<file path="src/b64sd_pkg.sv">
// ---------------------------------------------------------------------------
// b64sd_pkg: shared types and constants for the strict base64 decoder
// Holds the result item layout, the queue write request, the status codes,
// the character constants and the alphabet lookup.
// ---------------------------------------------------------------------------
package b64sd_pkg;

  // Status codes carried on the closing status item
  localparam logic [1:0] ST_OK       = 2'd0;
  localparam logic [1:0] ST_LENGTH   = 2'd1;
  localparam logic [1:0] ST_BAD_CHAR = 2'd2;
  localparam logic [1:0] ST_NONCANON = 2'd3;

  // Result kinds
  localparam logic KIND_DATA   = 1'b0;
  localparam logic KIND_STATUS = 1'b1;

  // Character constants
  localparam logic [7:0] CH_UPPER_A = 8'h41;
  localparam logic [7:0] CH_UPPER_Z = 8'h5A;
  localparam logic [7:0] CH_LOWER_A = 8'h61;
  localparam logic [7:0] CH_LOWER_Z = 8'h7A;
  localparam logic [7:0] CH_DIGIT_0 = 8'h30;
  localparam logic [7:0] CH_DIGIT_9 = 8'h39;
  localparam logic [7:0] CH_PLUS    = 8'h2B;
  localparam logic [7:0] CH_SLASH   = 8'h2F;
  localparam logic [7:0] CH_PAD     = 8'h3D;

  // Sextet offsets
  localparam logic [7:0] OFS_LOWER = 8'd26;
  localparam logic [7:0] OFS_DIGIT = 8'd52;
  localparam logic [5:0] SX_PLUS   = 6'd62;
  localparam logic [5:0] SX_SLASH  = 6'd63;

  // Result queue depth
  localparam int unsigned RQ_DEPTH_DEF = 4;

  // One result item
  typedef struct packed {
    logic       kind;
    logic [7:0] data_byte;
    logic [1:0] status;
    logic       end_of_run;
  } result_t;

  // Write request from the step unit into the result queue
  typedef struct packed {
    logic [1:0] count;   // number of entries written: 0, 1 or 2
    result_t    first;
    result_t    second;
  } rq_push_t;

  // Decode one character: bit 6 set means not in the alphabet
  function automatic logic [6:0] sextet_of(input logic [7:0] ch);
    logic [7:0] diff;
    logic [6:0] res;
    diff = 8'd0;
    res  = 7'h40;
    if (ch >= CH_UPPER_A && ch <= CH_UPPER_Z) begin
      diff = ch - CH_UPPER_A;
      res  = {1'b0, diff[5:0]};
    end else if (ch >= CH_LOWER_A && ch <= CH_LOWER_Z) begin
      diff = ch - CH_LOWER_A + OFS_LOWER;
      res  = {1'b0, diff[5:0]};
    end else if (ch >= CH_DIGIT_0 && ch <= CH_DIGIT_9) begin
      diff = ch - CH_DIGIT_0 + OFS_DIGIT;
      res  = {1'b0, diff[5:0]};
    end else if (ch == CH_PLUS) begin
      res = {1'b0, SX_PLUS};
    end else if (ch == CH_SLASH) begin
      res = {1'b0, SX_SLASH};
    end
    return res;
  endfunction

  // Keep the first error of a run
  function automatic logic [1:0] first_err(input logic [1:0] cur, input logic [1:0] code);
    return (cur == ST_OK) ? code : cur;
  endfunction

endpackage

</file>
<file path="src/b64sd_step.sv">
// ---------------------------------------------------------------------------
// b64sd_step: per-character decode and run state
// Decodes the registered character, checks the strict rules, updates the
// group state and builds up to two result items for the result queue.
// ---------------------------------------------------------------------------
module b64sd_step (
  input  logic                clk,
  input  logic                rst_n,
  input  logic                fire,
  input  logic [7:0]          character,
  input  logic                last,
  output b64sd_pkg::rq_push_t push
);
  import b64sd_pkg::*;

  logic [1:0] grp_pos_r, grp_pos_nxt;
  logic [5:0] prev_sx_r, prev_sx_nxt;
  logic       third_pad_r, third_pad_nxt;
  logic       closed_r, closed_nxt;
  logic [1:0] err_r, err_nxt;

  logic [6:0] sx;
  logic       sx_ok;
  logic       is_pad;
  logic       have_byte;
  logic [7:0] byte_val;
  result_t    data_item;
  result_t    status_item;

  assign sx     = sextet_of(character);
  assign sx_ok  = !sx[6];
  assign is_pad = (character == CH_PAD);

  // Apply the strict rules for the character at the current group position
  always_comb begin
    grp_pos_nxt   = grp_pos_r;
    prev_sx_nxt   = prev_sx_r;
    third_pad_nxt = third_pad_r;
    closed_nxt    = closed_r;
    err_nxt       = err_r;
    have_byte     = 1'b0;
    byte_val      = 8'd0;
    if (fire) begin
      if (closed_r) begin
        err_nxt = first_err(err_nxt, ST_BAD_CHAR);
      end
      unique case (grp_pos_r)
        2'd0: begin
          if (!sx_ok) err_nxt = first_err(err_nxt, ST_BAD_CHAR);
          else prev_sx_nxt = sx[5:0];
        end
        2'd1: begin
          if (!sx_ok) begin
            err_nxt = first_err(err_nxt, ST_BAD_CHAR);
          end else begin
            byte_val    = {prev_sx_r, sx[5:4]};
            have_byte   = 1'b1;
            prev_sx_nxt = sx[5:0];
          end
        end
        2'd2: begin
          if (is_pad) begin
            third_pad_nxt = 1'b1;
          end else if (!sx_ok) begin
            err_nxt = first_err(err_nxt, ST_BAD_CHAR);
          end else begin
            byte_val    = {prev_sx_r[3:0], sx[5:2]};
            have_byte   = 1'b1;
            prev_sx_nxt = sx[5:0];
          end
        end
        default: begin
          if (third_pad_r) begin
            if (!is_pad) begin
              err_nxt = first_err(err_nxt, ST_BAD_CHAR);
            end else begin
              closed_nxt = 1'b1;
              if (!last) err_nxt = first_err(err_nxt, ST_BAD_CHAR);
              else if (prev_sx_r[3:0] != 4'd0) err_nxt = first_err(err_nxt, ST_NONCANON);
            end
          end else if (is_pad) begin
            closed_nxt = 1'b1;
            if (!last) err_nxt = first_err(err_nxt, ST_BAD_CHAR);
            else if (prev_sx_r[1:0] != 2'd0) err_nxt = first_err(err_nxt, ST_NONCANON);
          end else if (!sx_ok) begin
            err_nxt = first_err(err_nxt, ST_BAD_CHAR);
          end else begin
            byte_val    = {prev_sx_r[1:0], sx[5:0]};
            have_byte   = 1'b1;
            prev_sx_nxt = sx[5:0];
          end
          third_pad_nxt = 1'b0;
        end
      endcase
      grp_pos_nxt = grp_pos_r + 2'd1;
      // Length error overrides everything else
      if (last && grp_pos_r != 2'd3) err_nxt = ST_LENGTH;
    end
  end

  // Build the result items
  always_comb begin
    data_item   = '{kind: KIND_DATA, data_byte: byte_val, status: ST_OK, end_of_run: 1'b0};
    status_item = '{kind: KIND_STATUS, data_byte: 8'd0, status: err_nxt, end_of_run: 1'b1};
    push        = '0;
    if (fire) begin
      if (have_byte && err_nxt == ST_OK) begin
        push.first = data_item;
        if (last) begin
          push.second = status_item;
          push.count  = 2'd2;
        end else begin
          push.count = 2'd1;
        end
      end else if (last) begin
        push.first = status_item;
        push.count = 2'd1;
      end
    end
  end

  // Hold run state; clear it after the final character
  always_ff @(posedge clk) begin
    if (!rst_n || (fire && last)) begin
      grp_pos_r   <= 2'd0;
      prev_sx_r   <= 6'd0;
      third_pad_r <= 1'b0;
      closed_r    <= 1'b0;
      err_r       <= ST_OK;
    end else begin
      grp_pos_r   <= grp_pos_nxt;
      prev_sx_r   <= prev_sx_nxt;
      third_pad_r <= third_pad_nxt;
      closed_r    <= closed_nxt;
      err_r       <= err_nxt;
    end
  end

  // A final character always leaves a fresh run behind
  a_run_reset: assert property (@(posedge clk) disable iff (!rst_n)
    fire && last |=> grp_pos_r == 2'd0 && err_r == ST_OK && !closed_r)
    else $error("run state not cleared after final character");

  // Once an error is recorded, no data byte leaves
  a_no_data_after_err: assert property (@(posedge clk) disable iff (!rst_n)
    err_r != ST_OK |-> push.count == 2'd0 || push.first.kind == KIND_STATUS)
    else $error("data byte emitted after an error");

endmodule

</file>
<file path="src/b64sd_rfifo.sv">
// ---------------------------------------------------------------------------
// b64sd_rfifo: result queue
// Small queue that takes up to two result items per cycle and delivers one
// per cycle on the output channel while out_ready is high.
// ---------------------------------------------------------------------------
module b64sd_rfifo #(
  parameter int unsigned DEPTH = b64sd_pkg::RQ_DEPTH_DEF
) (
  input  logic                clk,
  input  logic                rst_n,
  input  b64sd_pkg::rq_push_t push,
  output logic                has_room,
  output logic                out_valid,
  input  logic                out_ready,
  output b64sd_pkg::result_t  out_item
);
  import b64sd_pkg::*;

  localparam int unsigned PW = (DEPTH > 1) ? $clog2(DEPTH) : 1;
  localparam int unsigned CW = $clog2(DEPTH + 1);

  result_t         mem_r [DEPTH];
  logic [PW-1:0]   wr_ptr_r, wr_ptr_nxt;
  logic [PW-1:0]   rd_ptr_r, rd_ptr_nxt;
  logic [CW-1:0]   count_r, count_nxt;
  logic [PW-1:0]   wr_ptr_p1;
  logic            pop;

  function automatic logic [PW-1:0] ptr_inc(input logic [PW-1:0] p);
    return (p == PW'(DEPTH - 1)) ? '0 : p + PW'(1);
  endfunction

  assign pop       = out_valid && out_ready;
  assign out_valid = (count_r != '0);
  assign out_item  = mem_r[rd_ptr_r];
  // Room for a full two-item request
  assign has_room  = (count_r <= CW'(DEPTH - 2));
  assign wr_ptr_p1 = ptr_inc(wr_ptr_r);

  // Advance pointers and occupancy
  always_comb begin
    wr_ptr_nxt = wr_ptr_r;
    rd_ptr_nxt = rd_ptr_r;
    unique case (push.count)
      2'd1:    wr_ptr_nxt = wr_ptr_p1;
      2'd2:    wr_ptr_nxt = ptr_inc(wr_ptr_p1);
      default: wr_ptr_nxt = wr_ptr_r;
    endcase
    if (pop) rd_ptr_nxt = ptr_inc(rd_ptr_r);
    count_nxt = count_r + CW'(push.count) - CW'(pop);
  end

  always_ff @(posedge clk) begin
    if (!rst_n) begin
      wr_ptr_r <= '0;
      rd_ptr_r <= '0;
      count_r  <= '0;
    end else begin
      wr_ptr_r <= wr_ptr_nxt;
      rd_ptr_r <= rd_ptr_nxt;
      count_r  <= count_nxt;
    end
  end

  // Store the entries of a write request
  always_ff @(posedge clk) begin
    if (push.count != 2'd0) mem_r[wr_ptr_r] <= push.first;
    if (push.count == 2'd2) mem_r[wr_ptr_p1] <= push.second;
  end

  a_count_range: assert property (@(posedge clk) disable iff (!rst_n)
    count_r <= CW'(DEPTH))
    else $error("result queue occupancy out of range");

  a_no_overflow: assert property (@(posedge clk) disable iff (!rst_n)
    push.count != 2'd0 |-> count_r <= CW'(DEPTH - 2))
    else $error("result queue written without room");

  a_pair_order: assert property (@(posedge clk) disable iff (!rst_n)
    push.count == 2'd2 |-> push.first.kind == KIND_DATA && push.second.end_of_run)
    else $error("two-item request not a data byte followed by status");

endmodule

</file>
<file path="src/base64_strict_decoder_core.sv">
// ---------------------------------------------------------------------------
// base64_strict_decoder_core: streaming strict base64 decoder
//
//  channel  direction  payload                                  handshake
//  in_      input      character[7:0], last                     valid/ready
//  out_     output     kind, data_byte[7:0], status[1:0],       valid/ready
//                      end_of_run
//
// One character is accepted per cycle while the result queue has room. The
// character is held and decoded in the input register, and its results land
// in the queue, which has RQ_DEPTH entries (four by default). The final
// character yields a status item, after a data byte if it completes one
// without an error. The input register advances only while the queue has
// room for two items, so a stalled output backs up to in_ready. Reset clears
// the run state and empties the queue.
// ---------------------------------------------------------------------------
module base64_strict_decoder_core #(
  parameter int unsigned RQ_DEPTH = b64sd_pkg::RQ_DEPTH_DEF
) (
  input  logic       clk,
  input  logic       rst_n,
  input  logic       in_valid,
  output logic       in_ready,
  input  logic [7:0] in_character,
  input  logic       in_last,
  output logic       out_valid,
  input  logic       out_ready,
  output logic       out_kind,
  output logic [7:0] out_data_byte,
  output logic [1:0] out_status,
  output logic       out_end_of_run
);
  import b64sd_pkg::*;

  logic       in_valid_r, in_valid_nxt;
  logic [7:0] char_r;
  logic       last_r;
  logic       fire;
  logic       has_room;
  rq_push_t   push;
  result_t    out_item;

  // Decode the held character once the queue can take its results
  assign fire     = in_valid_r && has_room;
  assign in_ready = !in_valid_r || fire;

  always_comb begin
    in_valid_nxt = in_valid_r;
    if (in_valid && in_ready) in_valid_nxt = 1'b1;
    else if (fire) in_valid_nxt = 1'b0;
  end

  always_ff @(posedge clk) begin
    if (!rst_n) begin
      in_valid_r <= 1'b0;
    end else begin
      in_valid_r <= in_valid_nxt;
    end
  end

  // Capture the request payload
  always_ff @(posedge clk) begin
    if (in_valid && in_ready) begin
      char_r <= in_character;
      last_r <= in_last;
    end
  end

  b64sd_step u_step (
    .clk       (clk),
    .rst_n     (rst_n),
    .fire      (fire),
    .character (char_r),
    .last      (last_r),
    .push      (push)
  );

  b64sd_rfifo #(
    .DEPTH (RQ_DEPTH)
  ) u_rfifo (
    .clk       (clk),
    .rst_n     (rst_n),
    .push      (push),
    .has_room  (has_room),
    .out_valid (out_valid),
    .out_ready (out_ready),
    .out_item  (out_item)
  );

  assign out_kind       = out_item.kind;
  assign out_data_byte  = out_item.data_byte;
  assign out_status     = out_item.status;
  assign out_end_of_run = out_item.end_of_run;

endmodule
</file>
<file path="config.mk">
export PLATFORM = sky130hd
export DESIGN_NAME = base64_strict_decoder_core
export DESIGN_NICKNAME = d
export VERILOG_FILES = /design/src/b64sd_pkg.sv /design/src/b64sd_step.sv /design/src/b64sd_rfifo.sv /design/src/base64_strict_decoder_core.sv
export SDC_FILE = /design/constraint.sdc
export NUM_CORES = 1
export LEC_CHECK = 0
export ABC_CLOCK_PERIOD_IN_PS = 4300
export BUFFER_PORTS_ARGS = -buffer_cell sky130_fd_sc_hd__buf_2
export CORE_UTILIZATION = 60
export DETAILED_ROUTE_END_ITERATION = 10
export GPL_TIMING_DRIVEN = 0
export PLACE_DENSITY_LB_ADDON = 0.3
export SYNTH_ARGS = -nofsm -noshare
export SYNTH_HDL_FRONTEND = slang
export SYNTH_SLANG_ARGS = --single-unit
</file>
<file path="constraint.sdc">
create_clock -name clk -period 4.3 [get_ports clk]
set_input_delay 0.86 -clock clk [delete_from_list [all_inputs] [get_ports clk]]
set_output_delay 0.86 -clock clk [all_outputs]
set_load 0.1 [all_outputs]
</file>
==> impl_metrics.json <==
{
  "status": "complete, but fails checks",
  "violations": "DRC",
  "min_path_type": "reg2reg",
  "path_cells": "inv_1 > ha_1 > nand3_1 > nor2_2 > nor2b_1 > o31ai_1 > nor3_2 > ha_1 > nand2_1 > inv_1 > ha_1 > clkbuf_4 > a21oi_2 > inv_1",
  "path_depth": 14,
  "synth.distinct_cells": 63,
  "coreArea_um2": 6420,
  "grt_pass1_vias": 3037,
  "fin_crit_sh_pct": 92.9,
  "nets": 501,
  "cp_data_required_time_ps": 4380,
  "ant_nets": 0,
  "power_frac_comb_pct": 28.9,
  "r2r_cells": 14,
  "dp_hpwl_mm": 6.01,
  "n_fill_cell": 527,
  "sw_frac_of_total_pct": 37.2,
  "critPathSlowestCell": "edfxtp_1",
  "wl_per_cell_um": 15.2,
  "setup-violations-final": 0,
  "timing.rr.end": "u_rfifo.mem_r[1][2]",
  "synthArstFlopShare_pct": 0,
  "finalHoldViolations": 0,
  "final_common_cell": "nand2_1",
  "grt_start_max_net_pins": 17,
  "power.internal_w": 0.00116,
  "startpoint_type": "flip-flop",
  "postSynthAreaPerCell_um2": 9.61,
  "synth_edf_count": 21,
  "crit_fanout": 10,
  "hold_path_end": "u_rfifo.mem_r[1][9]",
  "pin_count": 27,
  "netlist_area_um2": 4040,
  "overflow": 0,
  "clock_skew_ps": 12.0,
  "cts_buffer_depth": 2,
  "hold_start": "u_rfifo.mem_r[1][9]",
  "p_seq_share_pct": 43.2,
  "synthFlopType": "dfxtp_1",
  "maxSlewViolCount": 0,
  "leakage_nw": 1.77,
  "crit_arrival_ps": 4070,
  "r2r_start": "char_r[1]",
  "numCtsBuffers": 9,
  "via_per_inst": 5.88,
  "antenna_found_initial": 0,
  "syn_to_final_growth_pct": 11.3,
  "initial_core_util_pct": 62.8,
  "rows": 29,
  "p_total_w": 0.00185,
  "antenna_cells": 0,
  "yosysSeqAreaShare_pct": 42.4,
  "root_buffer": "clkbuf_8",
  "tightest_slew_ps": 760,
  "crit_type": "reg2reg",
  "routed_wl_mm": 8.25,
  "grt_pass1_wl_mm": 14.0,
  "drcViolationCount": 8,
  "max_slew_margin_pct": 49.4,
  "power_density_nw_per_um2": 412,
  "drive_above_1_share_pct": 18.1,
  "die_area_um2": 7060,
  "path_buf_inv": 4,
  "grtUsageTotal_pct": 25.2,
  "drt-initial-drc-count": 187,
  "portBuffers": 26,
  "cts_tree": "done",
  "p_switching_w": 0.000688,
  "drv_cap": 0,
  "fmax_mhz": 250,
  "min_path_cells": 2,
  "power.share.clock_pct": 27.9,
  "rsz0062_at_grt": "false",
  "path_clk_slew_ps": 90,
  "yosys_register_bits": 75,
  "cp_slowest_stage_delay_ps": 500,
  "die_x_um": 84.0,
  "final_area_um2": 4490,
  "clock_sinks": 75,
  "gp_congestion": 0.865,
  "drt_first_pass_iters": 7,
  "yosys_warnings": 0,
  "peakVddDrop_uv": 254,
  "end_kind": "flip-flop",
  "clk_latency_ps": 360,
  "syn_nets": 462,
  "period_minus_slack_ps": 3990,
  "reg2reg_slack_ps": 310,
  "postSynthCellCount": 420,
  "h-tree-depth": 3,
  "layout_common_cells": "63 x nand2_1, 54 x dfxtp_1, 40 x o21ai_0, 32 x nor2_1",
  "die_y_um": 84.0,
  "path_delay_family": "simple AND/OR/NAND/NOR gates",
  "via_count": 3182,
  "place_area_um2": 4260
}
sequential cells by signal, indices dropped and copies added (netlist names), named ones only:
signal	flops
u_rfifo.rd_ptr_r	2
u_step.third_pad_r	1
in_valid_r	1
last_r	1
u_rfifo.count_r	3
u_step.err_r	2
u_rfifo.wr_ptr_r	2
u_step.closed_r	1
u_step.grp_pos_r	2
u_rfifo.mem_r	44
char_r	8
u_step.prev_sx_r	6
metrics by stage:
| step | std cells | setup WS, ps | utilization, % | hold slack, ps | setup TNS (ps) |
|---|---|---|---|---|---|
| after floorplan | 420 | 603 | - | 420 | 0 |
| after CTS | 539 | 68.1 | 69.5 | 454 | 0 |
| final | 541 | 305 | 69.9 | 451 | 0 |
| after global placement | 523 | -120 | 66.4 | 428 | -1350 |
| after detailed placement | 523 | -227 | 66.4 | 438 | -3090 |
| after global routing | 541 | 28.7 | 69.9 | 481 | 0 |
worst max-delay path by stage:
stage,endpoint,slack (ps),start
3_3_place_gp,u_rfifo.mem_r[3][1],-120,char_r[2]
2_1_floorplan,u_rfifo.count_r[2],600,char_r[2]
4_1_cts,u_rfifo.mem_r[1][2],70,char_r[2]
5_1_grt,u_rfifo.count_r[2],30,char_r[1]
3_5_place_dp,u_rfifo.mem_r[0][0],-230,char_r[2]
6_report,u_rfifo.mem_r[1][2],310,char_r[1]
what timing repair did:
item,4_1_cts,5_1_grt
cloned,0,0
buffers inserted,0,3
gates resized for setup,5,3
endpoints found under the setup margin,42,50
hold buffers,0,0
cells by family after synthesis:
kind of cell,Yosys count,synth area share (%)
adder cells (fa/ha/maj),29,9.18
AND/OR/NAND/NOR,147,17.7
XOR/XNOR,7,1.52
AO/OA/AOI/OAI,105,17.4
multiplexers,18,7.87
buffers and inverters,39,4.00
flip-flops,75,42.4
cell type report:
cell class | instances | area [um^2] | area share [%]
multi-input cells | 306 | 2180 | 48.6
flip-flops and latches | 75 | 1710 | 38.1
repair buffers | 29 | 153 | 3.40
clock buffers | 9 | 124 | 2.76
inverters | 26 | 97.6 | 2.17
well taps | 77 | 96.3 | 2.14
plain buffers | 12 | 63.8 | 1.42
clock inverters | 7 | 62.6 | 1.39
cell usage after synthesis (3+ instances only):
| library cell | number | area (um^2) |
|---|---|---|
| a21oi_1 | 21 | 105 |
| a22o_1 | 5 | 43.8 |
| a32oi_1 | 4 | 35.0 |
| and2_1 | 9 | 56.3 |
| buf_4 | 3 | 22.5 |
| clkbuf_1 | 5 | 18.8 |
| dfxtp_1 | 54 | 1080 |
| edfxtp_1 | 21 | 631 |
| ha_1 | 28 | 350 |
| inv_1 | 26 | 97.6 |
| mux2i_1 | 7 | 70.1 |
| mux4_2 | 11 | 248 |
| nand2_1 | 63 | 236 |
| nand2b_1 | 6 | 37.5 |
| nand4_1 | 3 | 18.8 |
| nor2_1 | 32 | 120 |
| nor2b_1 | 10 | 62.6 |
| nor3_1 | 6 | 30.0 |
| o211a_1 | 3 | 30.0 |
| o21ai_0 | 40 | 200 |
| o21ai_1 | 3 | 15.0 |
| o22ai_1 | 3 | 18.8 |
| or3_1 | 3 | 18.8 |
| xnor2_1 | 5 | 43.8 |
power by group through the flow:
stage	registers, W	clock network (W)	logic [W]
3_3_place_gp	0.000816	0	0.000514
2_1_floorplan	0.000808	0	0.000440
3_5_place_dp	0.000818	0	0.000526
6_report	0.000800	0.000516	0.000534
5_1_grt	0.000805	0.000557	0.000588
4_1_cts	0.000802	0.000523	0.000530
tightest hold or removal path, stage by stage (launching register included):
cell	delay, ps
dfxtp_1	320
nand2_1	50
o21ai_1	50
layer usage:
layer	global-route usage, %	share of wire [%]	up-vias
met1	32.2	44	1500
li1	-	-	1590
met3	4.95	3.9	15
met4	9.40	1.7	0
met5	0	0	-
met2	42.2	50	77
Power figures use the tool's default switching activity.
